### config.mk
export PLATFORM = sky130hd
export DESIGN_NAME = lpkt_ctrl
export DESIGN_NICKNAME = d
export VERILOG_FILES = /design/src/hdl/assert_macros.svh /design/src/hdl/lpkt_pkg.sv /design/src/hdl/lpkt_ctrl.sv
export SDC_FILE = /design/constraint.sdc
export NUM_CORES = 1
export LEC_CHECK = 0
export ABC_AREA = 1
export BUFFER_PORTS_ARGS = -buffer_cell sky130_fd_sc_hd__clkbuf_2
export CAP_MARGIN = 20
export CORE_AREA = 10 10 50 52
export CTS_CLUSTER_DIAMETER = 30
export DETAILED_ROUTE_END_ITERATION = 10
export DIE_AREA = 0 0 60 62
export PLACE_DENSITY_LB_ADDON = 0.1
export SYNTH_ARGS = -nofsm -noshare
export SYNTH_HDL_FRONTEND = slang
export SYNTH_SLANG_ARGS = --single-unit
### constraint.sdc
create_clock -name clk -period 1.15 [get_ports clk]
set_input_delay 0.23 -clock clk [delete_from_list [all_inputs] [get_ports clk]]
set_output_delay 0.23 -clock clk [all_outputs]
set_load 0.02 [all_outputs]
### src/hdl/assert_macros.svh
// Assertion macros used by the key table top level.
`ifndef ASSERT_MACROS_SVH
`define ASSERT_MACROS_SVH

// Same-cycle implication, disabled while reset is asserted.
`define ASSERT_IMP(lbl, clk, rst_n, ante, cons, msg) \
  lbl: assert property (@(posedge clk) disable iff (!rst_n) (ante) |-> (cons)) \
    else $error(msg);

// Next-cycle implication, disabled while reset is asserted.
`define ASSERT_NXT(lbl, clk, rst_n, ante, cons, msg) \
  lbl: assert property (@(posedge clk) disable iff (!rst_n) (ante) |=> (cons)) \
    else $error(msg);

`endif

### src/hdl/lpkt_pkg.sv
// Package: command codes, result codes, controller states and control structs.
`timescale 1ns / 1ps

package lpkt_pkg;

  localparam int KEY_W = 32;

  // Command codes on in_cmd (code 3 is a no-op)
  localparam logic [1:0] CMD_INSERT = 2'd0;
  localparam logic [1:0] CMD_REMOVE = 2'd1;
  localparam logic [1:0] CMD_CLEAR  = 2'd2;

  // Result codes on out_status
  localparam logic [1:0] RES_FOUND    = 2'd0;
  localparam logic [1:0] RES_INSERTED = 2'd1;
  localparam logic [1:0] RES_FULL     = 2'd2;
  localparam logic [1:0] RES_DONE     = 2'd3;

  typedef enum logic [2:0] {
    S_INIT,
    S_IDLE,
    S_HASH,
    S_PROBE,
    S_RM_READ,
    S_RM_CHECK,
    S_CLEAR,
    S_FINISH
  } state_t;

  // Controller to datapath
  typedef struct packed {
    logic       latch;
    logic       hash_start;
    logic       load_home;
    logic       load_rm;
    logic       advance;
    logic       ins_write;
    logic       rm_write;
    logic       sweep_start;
    logic       sweep_write;
    logic       set_res;
    logic [1:0] res_status;
    logic       load_out;
  } ctl_cmd_t;

  // Datapath to controller
  typedef struct packed {
    logic hash_done;
    logic rd_valid;
    logic key_match;
    logic next_is_home;
    logic sweep_last;
    logic rm_in_range;
    logic out_free;
  } dp_sts_t;

endpackage

### src/hdl/lpkt_ctrl.sv
// Controller: sequences hashing, probing, removal, clearing and result handoff.
`timescale 1ns / 1ps

module lpkt_ctrl (
  input  logic               clk,
  input  logic               rst_n,
  input  logic               in_valid,
  output logic               in_ready,
  input  logic [1:0]         in_cmd,
  input  lpkt_pkg::dp_sts_t  sts,
  output lpkt_pkg::ctl_cmd_t cmd
);
  import lpkt_pkg::*;

  state_t state_r, state_nxt;

  always_ff @(posedge clk) begin
    if (!rst_n) begin
      state_r <= S_INIT;
    end else begin
      state_r <= state_nxt;
    end
  end

  // Next state
  always_comb begin
    state_nxt = state_r;
    case (state_r)
      S_INIT: begin
        if (sts.sweep_last) state_nxt = S_IDLE;
      end
      S_IDLE: begin
        if (in_valid) begin
          case (in_cmd)
            CMD_INSERT: state_nxt = S_HASH;
            CMD_REMOVE: state_nxt = S_RM_READ;
            CMD_CLEAR:  state_nxt = S_CLEAR;
            default:    state_nxt = S_FINISH;
          endcase
        end
      end
      S_HASH: begin
        if (sts.hash_done) state_nxt = S_PROBE;
      end
      S_PROBE: begin
        if (!sts.rd_valid || sts.key_match || sts.next_is_home) state_nxt = S_FINISH;
      end
      S_RM_READ:  state_nxt = S_RM_CHECK;
      S_RM_CHECK: state_nxt = S_FINISH;
      S_CLEAR: begin
        if (sts.sweep_last) state_nxt = S_FINISH;
      end
      S_FINISH: begin
        if (sts.out_free) state_nxt = S_IDLE;
      end
      default: state_nxt = S_INIT;
    endcase
  end

  // Outputs
  always_comb begin
    cmd      = '0;
    in_ready = 1'b0;
    case (state_r)
      S_INIT: begin
        cmd.sweep_write = 1'b1;
      end
      S_IDLE: begin
        in_ready = 1'b1;
        if (in_valid) begin
          cmd.latch = 1'b1;
          case (in_cmd)
            CMD_INSERT: cmd.hash_start = 1'b1;
            CMD_REMOVE: ;
            CMD_CLEAR:  cmd.sweep_start = 1'b1;
            default: begin
              cmd.set_res    = 1'b1;
              cmd.res_status = RES_DONE;
            end
          endcase
        end
      end
      S_HASH: begin
        cmd.load_home = sts.hash_done;
      end
      S_PROBE: begin
        if (!sts.rd_valid) begin
          cmd.ins_write  = 1'b1;
          cmd.set_res    = 1'b1;
          cmd.res_status = RES_INSERTED;
        end else if (sts.key_match) begin
          cmd.set_res    = 1'b1;
          cmd.res_status = RES_FOUND;
        end else if (sts.next_is_home) begin
          cmd.set_res    = 1'b1;
          cmd.res_status = RES_FULL;
        end else begin
          cmd.advance = 1'b1;
        end
      end
      S_RM_READ: begin
        cmd.load_rm = 1'b1;
      end
      S_RM_CHECK: begin
        cmd.rm_write   = sts.rd_valid && sts.rm_in_range;
        cmd.set_res    = 1'b1;
        cmd.res_status = RES_DONE;
      end
      S_CLEAR: begin
        cmd.sweep_write = 1'b1;
        if (sts.sweep_last) begin
          cmd.set_res    = 1'b1;
          cmd.res_status = RES_DONE;
        end
      end
      S_FINISH: begin
        cmd.load_out = sts.out_free;
      end
      default: ;
    endcase
  end

endmodule

# ---- Yosys cells after proc, flatten, opt, wreduce, memory -nomap -nowiden
# Index checks and enable logic that the tools add are counted.
dict set report classes {
  n_addsub 0
  n_mul 0
  div 0
  order_cmp 0
  n_eq_ne 15
  shifts 0
  muxes 32
  bitwise_logic 0
  reduce_logical 9
}
# op count
set ops {}
lappend ops {{two-way mux 3 bit} 12}
lappend ops {{one-hot mux 3 bit (8 select lines)} 1}
lappend ops {{two-way mux 1 bit} 14}
lappend ops {{== test 3 bit, second input constant} 4}
lappend ops {{inequality test 2 bit, second input constant} 6}
lappend ops {{one-hot mux 3 bit (4 select lines)} 1}
lappend ops {{one-hot mux 3 bit (3 select lines)} 1}
lappend ops {{== test 3 x 2 -> 1 bit, second input constant} 2}
lappend ops {{two-way mux 2 bit} 3}
lappend ops {{AND reduction 6 bit} 1}
lappend ops {{== test 3 x 1 -> 1 bit, second input constant} 1}
lappend ops {{logical NOT 3 bit} 1}
lappend ops {{OR reduction 3 bit} 1}
lappend ops {{== test 2 x 1 -> 1 bit, second input constant} 1}
lappend ops {{== test 2 bit, second input constant} 1}
lappend ops {{logical NOT 2 bit} 1}
lappend ops {{logical OR 1 bit} 2}
lappend ops {{OR reduction 2 bit} 1}
lappend ops {{logical AND 1 bit} 1}
lappend ops {{logical NOT 1 bit} 1}
dict set report totals {
  regBits 3
  latch_bits 0
  ram_bits 0
  rom_bits 0
  input_bits 12
  out_inout_bits 14
  word_cells 57
  mem_count 0
}

# ---- Longest topological paths before layout
dict set report depth {
  depth_word 5
  depth_mapped 10
}

# ---- Worst setup path before layout
# No wires, ideal clock.
dict set report synth_path {
  path_type {reg-to-output}
  start {reg state_r[0]}
  end {out cmd[5] in the netlist's numbering}
  arrival_ps 1341
  t_required_ps 920
  path_slack_ps -421
  stages_incl_launch_ff 8
  n_path_buf 1
  cell_sequence {dfxtp_1 clkbuf_8 inv_2 nor2_4 nand2_1 nor2_2 inv_1 nor2_1}
}
# item line
set synth_rtl {}
lappend synth_rtl {{from (decl)} lpkt_ctrl.sv:15} ;# state_t state_r, state_nxt;
lappend synth_rtl {{from (signal assigned)} lpkt_ctrl.sv:21} ;# state_r <= state_nxt;
lappend synth_rtl {{to (decl)} lpkt_ctrl.sv:11} ;# output lpkt_pkg::ctl_cmd_t cmd

# ---- Final worst setup path
dict set report layout_path {
  start {reg state_r[0]}
  end {out in_ready}
}
dict set report layout_between {
  elab_chain_len 2
}
# item line
set layout_lines {}
lappend layout_lines {{== test 3 x 1 -> 1 bit} lpkt_ctrl.sv:64} ;# case (state_r)
lappend layout_lines {{two-way mux 1 bit} lpkt_ctrl.sv:64}
lappend layout_lines {{to (decl)} lpkt_ctrl.sv:8} ;# output logic in_ready,
# Every way passes these cells.

==> metrics.txt <==
fmax=652 MHz; Clock Skew=0.00267 ns; DRT Pass-1 Iters=2; pin count of the biggest net entering global routing=9; CP max stage delay=0.34 ns; Fin. Hold Viols=0; DP Area=749 um2; Setup WS pre-CTS=-0.193 ns; DRC viols=0; Finished Cell Area=988 um2; Stages on worst setup path=8; Max-Cap Viols=0; RSZ-0062 raised after global routing=yes; Die Width=60 um; Clock Path Buffers=2; Leakage=0.000485 uW; crit path max-delay cell type=dfxtp_2; Worst R2R Start=state_r[0]; R2R setup slack=-0.17 ns; first-pass GRT wire length=2650 um; final worst-path cycle share=133%; Skew-Pair Late Insertion Delay=0.23 ns; WHS=0.231 ns; Syn. warnings=0; post-route insts no fill=144; count leader, synth=nand2_1; Post-synth EDFFs=0; placed insts=134; gr usage total=9.02%; vias in the first global route=641; CP bufs+invs=6; Tmin final=1.53 ns; Overall Power=2130 uW; CTS root buf=clkbuf_4; Area Growth Syn to Fin=125%; Die Ht=62 um; reg2reg end=state_r[2]; cts bufs inserted=3; post-DP HPWL=1330 um; final worst setup slack=-0.383 ns; Synth Flop Type=dfxtp_1; synth unique cells=20; I/O pins=26; Slew @ Worst Pin=0.235 ns; max reg flops=3; share of layout cells above drive strength 1=66.9%; via count=660; CTS tree=done; Worst Path Arrival=1.30 ns; Max IR drop VDD=1090 uV; classification of the worst setup path=reg2out; Setup-failing EPs final=17; clock sink total=3; share of synthesized registers carrying an async set or reset=0%; post-synthesis sequential area ratio=13.7%; Post-Syn Instances=77; Starting Density=27.2%; Reg2Reg Depth=9; Top Registers=state_r: 3 flops; Port Buffer Count=25; Die Area=3720 um2; delay-heaviest family, CP=buffers and inverters; #FFs+latches synth=3; Biggest register=state_r; Iter 0 DRT Violations=6; core area=1610 um2; FP Rows=15; Worst-path clk slew=0.04 ns; status=complete, but fails checks; Post-synth top cells=nand2_1 (16), nor2_1 (14), inv_1 (11); # nets final=140; routability cong.=0.754; H-tree Lvls=1; Avg Vias per Cell=4.58; element type at the critical path end=output pin; wire per inst=11.7 um; # diodes=0; largest cells by area after synthesis=dfxtp_1 (14%), nand2_1 (14%), nor2_1 (12%); GRT overflow=0; drt total wl=1690 um; CP endpoint=in_ready; Synth Cell Area=439 um2; Pwr Density=2160 nW/um2; Slew headroom=84.4%; Critical Path Fanout Max=3; Startpoint Class=flop; worst hold-check path type=in2reg; Synth Area per Inst=5.70 um2; initial antenna violation count=0; failing checks=setup timing; hold_buf cts=0; Critical path origin=state_r[0]; antenna violation net count after detailed routing=0; Synth area leader=dfxtp_1; Mapped Nets=89; Yosys top cell area share=13.7%; Worst EP required=0.92 ns; cells along the critical path=inv_4, nor2_4, nand2_2, buf_4, buf_6, buf_6, inv_4, buf_8; Final Max Slew Viols=0
[how the worst min path moves through the flow]
| stage | from | end | slack [ns] | cells past startpoint |
|---|---|---|---|---|
| final | rst_n | state_r[1] | 0.23 | 3 |
| after global routing | rst_n | state_r[1] | 0.25 | 3 |
| after CTS | rst_n | state_r[2] | 0.23 | 3 |
| after detailed placement | rst_n | state_r[2] | 0.47 | 3 |
| after global placement | rst_n | state_r[2] | 0.48 | 3 |
| after floorplan | rst_n | state_r[2] | 0.34 | 2 |
[final cells by class]
class,instances,area [um2]
clock buffers,4,26.3
fillers,153,626
inverters,13,56.3
multi-input cells,59,409
flip-flops and latches,3,68.8
well taps,17,21.3
repair buffers,48,407
[cells in the final DEF, fill, tap and decap left out, drive strengths merged]
cell	synthesis	layout
clkbuf	1	24
nor2	19	19
nor4	1	1
inv	13	13
buf	1	28
nand3b	1	1
a21oi	3	3
dfxtp	3	3
o21ai	7	7
nor3	3	3
nand2	16	16
nand3	8	8
nand4	1	1
[worst min-delay path: cells and delay by family]
family	cells	cell delay [ns]
buffers and inverters	1	0.11
and+or+nand+nor	2	0.09
[power breakdown]
group	switching (uW)	leakage (uW)	total (uW)	internal, uW
registers	57.9	0.0000264	226	168
clock network	55.9	0.0000150	186	130
logic	896	0.000444	1720	824
total	1010	0.000485	2130	1120
[cells by family (layout without fill, tap and decap cells)]
family,after synthesis,count (layout),synth area share (%)
compound gates,10,10,11.4
simple gates,49,49,58.4
buf+inv,15,65,16.5
flops,3,3,13.7
[routing by layer]
layer | track usage (%) | routed length, um
met5 | 0 | 0
met4 | 3.85 | 11
met1 | 9.66 | 694
met2 | 16.0 | 867
met3 | 2.64 | 114
[through the flow]
step / setup TNS (ns) / utilization, %
2_1_floorplan: -1.17 / -
3_3_place_gp: -1.24 / 46.4
3_5_place_dp: -1.58 / 46.4
4_1_cts: -4.31 / 57.0
5_1_grt: -5.42 / 61.2
6_report: -4.45 / 61.2
[repair_timing]
item,in CTS,in global routing
resized for setup,34,18
endpoints found under the setup margin,17,17
buffers inserted,4,2
pin swaps,6,2
(Power assumes the default switching activity.)
